**config.mk**
```make
export PLATFORM = sky130hd
export DESIGN_NAME = radio_phy_ack_wait_fsm
export DESIGN_NICKNAME = d
export VERILOG_FILES = /design/src/rpaw_pkg.sv /design/src/radio_phy_ack_wait_fsm.sv
export SDC_FILE = /design/constraint.sdc
export NUM_CORES = 1
export LEC_CHECK = 0
export BUFFER_PORTS_ARGS = -buffer_cell sky130_fd_sc_hd__buf_2
export CAP_MARGIN = 15
export CORE_UTILIZATION = 50
export DETAILED_ROUTE_END_ITERATION = 8
export PLACE_DENSITY_LB_ADDON = 0.12
export SLEW_MARGIN = 10
export SYNTH_ARGS = -nofsm -noshare
export SYNTH_HDL_FRONTEND = slang
export SYNTH_SLANG_ARGS = --single-unit
```
**constraint.sdc**
```tcl
create_clock -name aclk -period 10.2 [get_ports aclk]
set_input_delay 0 -clock aclk [delete_from_list [all_inputs] [get_ports aclk]]
set_output_delay 0 -clock aclk [all_outputs]
set_load 0.03 [all_outputs]
```
**src/rpaw_pkg.sv**
```systemverilog
// Package for the radio PHY ack-wait controller.
// Holds event codes, the one-hot PHY state type, frame constants and the RSSI conversion.
// No dependencies.
package rpaw_pkg;

    // Event codes carried in the kind field
    typedef enum logic [2:0] {
        KIND_ENABLE   = 3'd0,
        KIND_DISABLE  = 3'd1,
        KIND_SLEEP    = 3'd2,
        KIND_RECEIVE  = 3'd3,
        KIND_TX_REQ   = 3'd4,
        KIND_TICK     = 3'd5,
        KIND_IRQ      = 3'd6
    } kind_t;

    // PHY state, one-hot
    typedef enum logic [3:0] {
        PHY_DISABLED = 4'b0001,
        PHY_SLEEP    = 4'b0010,
        PHY_RECEIVE  = 4'b0100,
        PHY_TRANSMIT = 4'b1000
    } phy_state_t;

    // Reported state codes
    localparam logic [1:0] PHY_CODE_DISABLED = 2'd0;
    localparam logic [1:0] PHY_CODE_SLEEP    = 2'd1;
    localparam logic [1:0] PHY_CODE_RECEIVE  = 2'd2;
    localparam logic [1:0] PHY_CODE_TRANSMIT = 2'd3;

    // Frame control fields
    localparam logic [7:0] FC_LONG_HDR_MASK = 8'hC0;
    localparam int         FC_ACK_REQ_BIT   = 5;
    localparam int         FC_PENDING_BIT   = 4;
    localparam logic [2:0] FC_TYPE_ACK      = 3'd2;

    // Header lengths
    localparam logic [3:0] HDR_LEN_LONG  = 4'd15;
    localparam logic [3:0] HDR_LEN_SHORT = 4'd7;

    // rss/5 as (rss*205)>>10, exact over 8-bit inputs
    localparam logic [7:0] RSS_DIV5_MUL   = 8'd205;
    localparam int         RSS_DIV5_SHIFT = 10;
    localparam logic [7:0] RSSI_OFFSET    = 8'd90;

    function automatic logic [1:0] phy_code(input phy_state_t st);
        logic [1:0] code;
        unique case (st)
            PHY_DISABLED: code = PHY_CODE_DISABLED;
            PHY_SLEEP:    code = PHY_CODE_SLEEP;
            PHY_RECEIVE:  code = PHY_CODE_RECEIVE;
            PHY_TRANSMIT: code = PHY_CODE_TRANSMIT;
            default:      code = PHY_CODE_DISABLED;
        endcase
        return code;
    endfunction

    function automatic logic [7:0] rss_to_dbm(input logic [7:0] rss);
        logic [15:0] prod;
        logic [5:0]  quot;
        prod = rss * RSS_DIV5_MUL;
        quot = prod[15:RSS_DIV5_SHIFT];
        return {2'b00, quot} - RSSI_OFFSET;
    endfunction

endpackage

```
**src/radio_phy_ack_wait_fsm.sv**
```systemverilog
// Radio PHY state controller for an 802.15.4 transceiver, top level.
// Depends on rpaw_pkg.
//
// Usage:
//   Input channel (s_valid/s_ready): one event per transaction, coded in
//   s_kind (enable, disable, sleep, receive, transmit request, process tick,
//   interrupt) with the channel, transmit frame fields and interrupt status.
//   Result channel (m_valid/m_ready): exactly one result per event: command
//   status, PHY state after the event, transmit start and header length,
//   transmit done / frame pending / error, receive delivery and RSSI in dBm.
//   Path: an accepted event goes into the input register, then through one pass
//   of state logic into the result register, which drives the result channel.
//   Throughput: one event per cycle while the result channel is not stalled,
//   with the state update between the input register and the result register.
//   Reset (aresetn low, synchronous): PHY disabled, all flags and latched
//   frame fields cleared, both pipeline registers empty.
//   Receiver stall: the result register holds; the input register still takes
//   one more event, then s_ready drops until the result is taken.
module radio_phy_ack_wait_fsm
    import rpaw_pkg::*;
(
    input  logic              aclk,
    input  logic              aresetn,
    // event channel
    input  logic              s_valid,
    output logic              s_ready,
    input  logic [2:0]        s_kind,
    input  logic [4:0]        s_channel,
    input  logic [7:0]        s_tx_frame_ctrl,
    input  logic [7:0]        s_tx_seq,
    input  logic              s_tx_irq,
    input  logic              s_tx_fail_status,
    input  logic              s_rx_irq,
    input  logic [7:0]        s_rx_frame_ctrl,
    input  logic [7:0]        s_rx_seq,
    input  logic [7:0]        s_rx_rss,
    // result channel
    output logic              m_valid,
    input  logic              m_ready,
    output logic              m_status,
    output logic [1:0]        m_phy_state_out,
    output logic              m_start_tx,
    output logic [3:0]        m_header_len,
    output logic              m_tx_done,
    output logic              m_frame_pending,
    output logic              m_tx_error,
    output logic              m_rx_deliver,
    output logic signed [7:0] m_rssi_dbm
);

    // Input register
    logic       in_valid_reg, in_valid_next;
    kind_t      in_kind_reg;
    logic [4:0] in_channel_reg;
    logic [7:0] in_tx_ctrl_reg;
    logic [7:0] in_tx_seq_reg;
    logic       in_tx_irq_reg;
    logic       in_tx_fail_reg;
    logic       in_rx_irq_reg;
    logic [7:0] in_rx_ctrl_reg;
    logic [7:0] in_rx_seq_reg;
    logic [7:0] in_rx_rss_reg;

    // Controller state
    phy_state_t phy_state_reg, phy_state_next;
    logic       ack_wait_reg, ack_wait_next;
    logic       transmitting_reg, transmitting_next;
    logic [7:0] pending_ctrl_reg, pending_ctrl_next;
    logic [7:0] pending_seq_reg, pending_seq_next;
    logic [4:0] pending_chan_reg, pending_chan_next;
    logic [4:0] listen_chan_reg, listen_chan_next;
    logic [7:0] last_rss_reg, last_rss_next;
    logic       fail_flag_reg, fail_flag_next;

    // Result register
    logic       out_valid_reg, out_valid_next;
    logic       out_status_reg, out_status_next;
    logic [1:0] out_phy_reg, out_phy_next;
    logic       out_start_reg, out_start_next;
    logic [3:0] out_hlen_reg, out_hlen_next;
    logic       out_done_reg, out_done_next;
    logic       out_fpend_reg, out_fpend_next;
    logic       out_deliver_reg, out_deliver_next;
    logic [7:0] out_dbm_reg, out_dbm_next;

    logic in_accept;
    logic out_free;
    logic process;
    logic can_start;

    // Handshake and pipeline advance
    assign out_free  = !out_valid_reg || m_ready;
    assign process   = in_valid_reg && out_free;
    assign s_ready   = !in_valid_reg || out_free;
    assign in_accept = s_valid && s_ready;

    always_comb begin
        in_valid_next = in_valid_reg;
        if (in_accept) begin
            in_valid_next = 1'b1;
        end else if (process) begin
            in_valid_next = 1'b0;
        end
        out_valid_next = out_valid_reg;
        if (process) begin
            out_valid_next = 1'b1;
        end else if (m_ready) begin
            out_valid_next = 1'b0;
        end
    end

    assign can_start = (phy_state_reg == PHY_TRANSMIT) && !ack_wait_reg && !transmitting_reg;

    // Event processing: next state and result for the registered event
    always_comb begin
        phy_state_next    = phy_state_reg;
        ack_wait_next     = ack_wait_reg;
        transmitting_next = transmitting_reg;
        pending_ctrl_next = pending_ctrl_reg;
        pending_seq_next  = pending_seq_reg;
        pending_chan_next = pending_chan_reg;
        listen_chan_next  = listen_chan_reg;
        last_rss_next     = last_rss_reg;
        fail_flag_next    = fail_flag_reg;
        out_status_next   = 1'b0;
        out_start_next    = 1'b0;
        out_hlen_next     = 4'd0;
        out_done_next     = 1'b0;
        out_fpend_next    = 1'b0;
        out_deliver_next  = 1'b0;

        unique case (in_kind_reg)
            KIND_ENABLE: begin
                if (phy_state_reg == PHY_SLEEP || phy_state_reg == PHY_DISABLED) begin
                    phy_state_next = PHY_SLEEP;
                end else begin
                    out_status_next = 1'b1;
                end
            end
            KIND_DISABLE: begin
                if (phy_state_reg == PHY_SLEEP || phy_state_reg == PHY_DISABLED) begin
                    phy_state_next = PHY_DISABLED;
                end else begin
                    out_status_next = 1'b1;
                end
            end
            KIND_SLEEP: begin
                if (!(phy_state_reg == PHY_SLEEP || phy_state_reg == PHY_RECEIVE)) begin
                    out_status_next = 1'b1;
                end
                phy_state_next = PHY_SLEEP;
            end
            KIND_RECEIVE: begin
                if (phy_state_reg != PHY_DISABLED) begin
                    phy_state_next   = PHY_RECEIVE;
                    listen_chan_next = in_channel_reg;
                end else begin
                    out_status_next = 1'b1;
                end
            end
            KIND_TX_REQ: begin
                if (can_start || phy_state_reg == PHY_RECEIVE) begin
                    phy_state_next    = PHY_TRANSMIT;
                    pending_ctrl_next = in_tx_ctrl_reg;
                    pending_seq_next  = in_tx_seq_reg;
                    pending_chan_next = in_channel_reg;
                end else begin
                    out_status_next = 1'b1;
                end
            end
            KIND_TICK: begin
                if (can_start) begin
                    out_start_next    = 1'b1;
                    out_hlen_next     = ((pending_ctrl_reg & FC_LONG_HDR_MASK) != 8'd0)
                                        ? HDR_LEN_LONG : HDR_LEN_SHORT;
                    transmitting_next = 1'b1;
                    ack_wait_next     = pending_ctrl_reg[FC_ACK_REQ_BIT];
                end
            end
            KIND_IRQ: begin
                // transmit-complete first
                if (in_tx_irq_reg && transmitting_reg) begin
                    transmitting_next = 1'b0;
                    fail_flag_next    = in_tx_fail_reg;
                    if (!ack_wait_reg) begin
                        phy_state_next = PHY_RECEIVE;
                        out_done_next  = 1'b1;
                    end
                end
                // then received frame, seen against the updated flags
                if (in_rx_irq_reg && !transmitting_next &&
                    (phy_state_next != PHY_TRANSMIT || ack_wait_next)) begin
                    last_rss_next = in_rx_rss_reg;
                    if (ack_wait_next && pending_chan_reg == listen_chan_reg &&
                        in_rx_ctrl_reg[2:0] == FC_TYPE_ACK) begin
                        if (pending_seq_reg == in_rx_seq_reg) begin
                            phy_state_next = PHY_RECEIVE;
                            ack_wait_next  = 1'b0;
                            out_done_next  = 1'b1;
                            out_fpend_next = in_rx_ctrl_reg[FC_PENDING_BIT];
                        end
                    end else if (phy_state_next == PHY_RECEIVE) begin
                        out_deliver_next = 1'b1;
                    end
                end
            end
            default: begin
            end
        endcase

        out_phy_next = phy_code(phy_state_next);
        out_dbm_next = rss_to_dbm(last_rss_next);
    end

    // Control and state registers
    always_ff @(posedge aclk) begin
        if (!aresetn) begin
            in_valid_reg     <= 1'b0;
            out_valid_reg    <= 1'b0;
            phy_state_reg    <= PHY_DISABLED;
            ack_wait_reg     <= 1'b0;
            transmitting_reg <= 1'b0;
            pending_ctrl_reg <= 8'd0;
            pending_seq_reg  <= 8'd0;
            pending_chan_reg <= 5'd0;
            listen_chan_reg  <= 5'd0;
            last_rss_reg     <= 8'd0;
            fail_flag_reg    <= 1'b0;
        end else begin
            in_valid_reg  <= in_valid_next;
            out_valid_reg <= out_valid_next;
            if (process) begin
                phy_state_reg    <= phy_state_next;
                ack_wait_reg     <= ack_wait_next;
                transmitting_reg <= transmitting_next;
                pending_ctrl_reg <= pending_ctrl_next;
                pending_seq_reg  <= pending_seq_next;
                pending_chan_reg <= pending_chan_next;
                listen_chan_reg  <= listen_chan_next;
                last_rss_reg     <= last_rss_next;
                fail_flag_reg    <= fail_flag_next;
            end
        end
    end

    // Input payload register
    always_ff @(posedge aclk) begin
        if (in_accept) begin
            in_kind_reg    <= kind_t'(s_kind);
            in_channel_reg <= s_channel;
            in_tx_ctrl_reg <= s_tx_frame_ctrl;
            in_tx_seq_reg  <= s_tx_seq;
            in_tx_irq_reg  <= s_tx_irq;
            in_tx_fail_reg <= s_tx_fail_status;
            in_rx_irq_reg  <= s_rx_irq;
            in_rx_ctrl_reg <= s_rx_frame_ctrl;
            in_rx_seq_reg  <= s_rx_seq;
            in_rx_rss_reg  <= s_rx_rss;
        end
    end

    // Result payload register
    always_ff @(posedge aclk) begin
        if (process) begin
            out_status_reg  <= out_status_next;
            out_phy_reg     <= out_phy_next;
            out_start_reg   <= out_start_next;
            out_hlen_reg    <= out_hlen_next;
            out_done_reg    <= out_done_next;
            out_fpend_reg   <= out_fpend_next;
            out_deliver_reg <= out_deliver_next;
            out_dbm_reg     <= out_dbm_next;
        end
    end

    assign m_valid         = out_valid_reg;
    assign m_status        = out_status_reg;
    assign m_phy_state_out = out_phy_reg;
    assign m_start_tx      = out_start_reg;
    assign m_header_len    = out_hlen_reg;
    assign m_tx_done       = out_done_reg;
    assign m_frame_pending = out_fpend_reg;
    assign m_tx_error      = fail_flag_reg;
    assign m_rx_deliver    = out_deliver_reg;
    assign m_rssi_dbm      = signed'(out_dbm_reg);

    // Checks
    a_state_onehot: assert property (@(posedge aclk) disable iff (!aresetn)
        $onehot(phy_state_reg))
        else $error("PHY state register not one-hot");

    a_start_hlen: assert property (@(posedge aclk) disable iff (!aresetn)
        (m_valid && m_start_tx) |->
            (m_header_len == HDR_LEN_LONG || m_header_len == HDR_LEN_SHORT))
        else $error("started frame with bad header length");

    a_nostart_hlen: assert property (@(posedge aclk) disable iff (!aresetn)
        (m_valid && !m_start_tx) |-> (m_header_len == 4'd0))
        else $error("header length set without a start");

    a_start_in_tx: assert property (@(posedge aclk) disable iff (!aresetn)
        (m_valid && m_start_tx) |-> (m_phy_state_out == PHY_CODE_TRANSMIT && transmitting_reg))
        else $error("start reported outside transmit");

    a_pending_done: assert property (@(posedge aclk) disable iff (!aresetn)
        (m_valid && m_frame_pending) |->
            (m_tx_done && m_phy_state_out == PHY_CODE_RECEIVE && !ack_wait_reg))
        else $error("frame pending without a matched ack");

endmodule

```
==> reports/metrics.csv <==
stage,metric,value,unit
logic_synthesis,Synth Cell Area,0.00508,sq mm
floorplanning,CORE AREA,0.00982,sq mm
timing,Setup-failing EPs final,0,
critical_path,Setup Crit Path Kind,register to register,
timing,Post-Route Skew,0.0133,ns
power_and_ir_drop,Internal Power,633,uW
cts,postcts setup bufs,0,
floorplanning,Die X-Extent,103,um
timing,unrepaired setup endpoints after global routing,no,
logic_synthesis,Yosys reg bits,96,
cells_and_area,Nets,668,
timing,Highest Clock Rate,163,MHz
global_routing,initial antenna violation count,0,
critical_path,endpoint class of the critical path,register,
global_routing,total track usage,0.199,
cts,CTS Buf Count,9,
global_routing,largest net degree at the start of global routing,43,
cells_and_area,"commonest non-fill, non-tap cell in the layout",buf_2,
routing,final WL,9520,um
critical_path,crit path launch type,register,
routing,DRC viols,0,
global_routing,GR peak layer,met2,
routing,DR iter-0 viols,110,
place,buffers added on ports,66,
floorplanning,Rows,36,
logic_synthesis,cell accounting for the most synthesized area,edfxtp_1,
logic_synthesis,synth warn,0,
cts,clock buffer depth,2,
run_status,outcome,finished clean,
critical_path,Arrival @ worst endpoint,6.28,ns
critical_path,crit-path max FO,11,
cts,clk sinks,96,
critical_path,R2R depth,21,
cts,root buf cell,clkbuf_8,
cts,CTS H-tree depth,3,
place,Final Wtd Congestion,0.814,
global_routing,met3 Resource Use GR,0.0502,
global_routing,met1 GRT Util,0.254,
logic_synthesis,library cells used by synthesis,50,
logic_synthesis,Synth Net Count,565,
cells_and_area,cell area after layout,0.00616,sq mm
cts,CTS clock-pin slew for the worst setup and hold paths,0.10,ns
critical_path,Critical Path RT,10.33,ns
cts,CTS tree,built,
logic_synthesis,Synth Area per Inst,11.1,sq um
power_and_ir_drop,Net Sw Frac,0.286,
routing,WL/cell,13.6,um
routing,via/cell ratio,5.07,
timing,Worst slew margin,0.241,
timing,setup TNS,0,ns
cells_and_area,most frequent cells in the layout,"buf_2, nand2_1, edfxtp_1",
logic_synthesis,Post-synth EDFFs,58,
cts,# resized after CTS,0,
global_routing,vias in the first global route,3328,
power_and_ir_drop,VDD IR-drop max,91.8,uV
global_routing,first-pass GRT wire length,15800,um
floorplanning,Initial Utilization,0.517,
floorplanning,IO Pins,77,
power_and_ir_drop,Pwr Total,885,uW
global_routing,met2 global-route usage,0.329,
cells_and_area,antenna cells,0,
hold_path,Hold Crit Depth,2,
timing,Worst-Margin Slew,1.13,ns
timing,fin crit share,0.603,
cells_and_area,share of layout cells above drive strength 1,0.168,
power_and_ir_drop,Lkg Pwr,0.00269,uW
logic_synthesis,asr flop ratio synth,0,
logic_synthesis,Synth area leaders,"edfxtp_1, dfxtp_1, ha_1, nand2_1, fa_1",
logic_synthesis,sequential share of the synthesized area,0.493,
floorplanning,die area,0.0106,sq mm
logic_synthesis,Most used DFF post-synth,edfxtp_1,
timing,Final Hold Fails,0,
logic_synthesis,Synth Instances,458,
hold_path,HP Class,input port to register,
power_and_ir_drop,Logic pwr share,0.195,
timing,Final Critical Period,6.15,ns
place,placed cell areas,0.00549,sq mm
power_and_ir_drop,sequential power share,0.502,
routing,router iterations before antenna repair,4,
global_routing,remaining global-route overflow,0,
power_and_ir_drop,Clock power frac,0.303,
cts,worst skew pair latency,0.38,ns
run,total of max-cap violations,0,
power_and_ir_drop,switching power total,253,uW
cells_and_area,Area Overhead vs Synth,21.4,%
floorplanning,Die H,103,um
timing,final slew viol count,0,
routing,via count,3545,
power_and_ir_drop,pwr dens,144,mW/mm^2
logic_synthesis,Yosys top cell area share,0.343,
place,DP HPWL,6470,um
routing,Detail Route Antenna Nets,0,
## area by class of cell
cell class	instances	area [sq um]
Fill cell	834	3650
Sequential cell	96	2500
Multi-Input combinational cell	305	2340
Timing Repair Buffer	113	796
Tap cell	133	166
Inverter	36	135
Clock buffer	9	124
Clock inverter	7	96.3
## power by group through the flow
stage	clock (uW)	sequential [uW]	combinational [uW]
floorplan	0	459	113
global placement	0	453	156
detailed placement	0	453	160
CTS	277	445	174
global route	292	447	200
finish	268	445	172
## path summary, 6_finish.rpt
path,startpoint,end,slack (ns)
min reg2reg,pending_ctrl_reg[7],pending_ctrl_reg[7],0.47
max reg2reg,in_kind_reg[0],m_rssi_dbm[5],4.05
max,in_kind_reg[0],m_rssi_dbm[5],4.05
min,aresetn,phy_state_reg[0],0.13
## metal layers
metal  part of all wire  wire length, um
met1               0.47             4490
met2               0.48             4540
met3              0.039              374
met4              0.012              116
met5                  0                0
## logic make-up after synthesis
logic type,share of synthesized area
simple gates,0.123
mux,0.0343
compound gates,0.111
buf+inv,0.0463
fa+ha+maj,0.143
flops,0.493
xor+xnor,0.0483
other cells,0.000739
## cells in the mapped netlist (2+ instances only)
library cell and number:
nor2_1 19, buf_2 5, mux2i_1 14, o211a_1 6
ha_1 42, a211oi_1 2, xor2_1 9, edfxtp_1 58
nand4_1 3, a21oi_1 9, fa_1 10, a31o_2 2
a31oi_1 5, o21ai_0 11, nand2_1 62, buf_4 4
a21boi_0 17, a211o_1 2, inv_1 36, clkbuf_1 12
mux2_2 3, and3_1 6, nand2b_1 7, a21o_1 5
and2_1 4, nor2b_1 11, nor3b_1 5, xnor2_1 19
nor3_1 9, o21a_1 3, nor4_1 2, dfxtp_1 38
## metrics by stage
step,cells,util,hold slack [ns],setup slack [ns]
floorplan,458,-,0.0989,4.45
global placement,638,0.560,0.176,4.10
detailed placement,638,0.560,0.178,4.07
CTS,699,0.628,0.121,4.04
global route,699,0.628,0.162,3.57
finish,699,0.628,0.132,4.05
## critical path, cell delays in order, from the launching register on
cell and delay [ns]:
edfxtp_1 0.55, nand3b_2 0.37, a2111oi_2 0.38, buf_4 0.28
mux2i_1 0.43, inv_1 0.13, ha_1 0.36, ha_1 0.30
inv_1 0.06, fa_1 0.51, fa_1 0.56, inv_1 0.05
ha_1 0.30, a211oi_1 0.23, nand2_1 0.09, a31o_2 0.23
a31o_2 0.28, a21oi_1 0.19, xor2_1 0.09, ha_1 0.21
nor3_1 0.22, xnor2_1 0.08
## repair_timing
action | CTS | global route
hold buffers | 45 | 0
endpoints found under the hold margin | 44 | 0
endpoints found under the setup margin | 0 | 0
No activity file was read; power rests on OpenSTA's default activity.
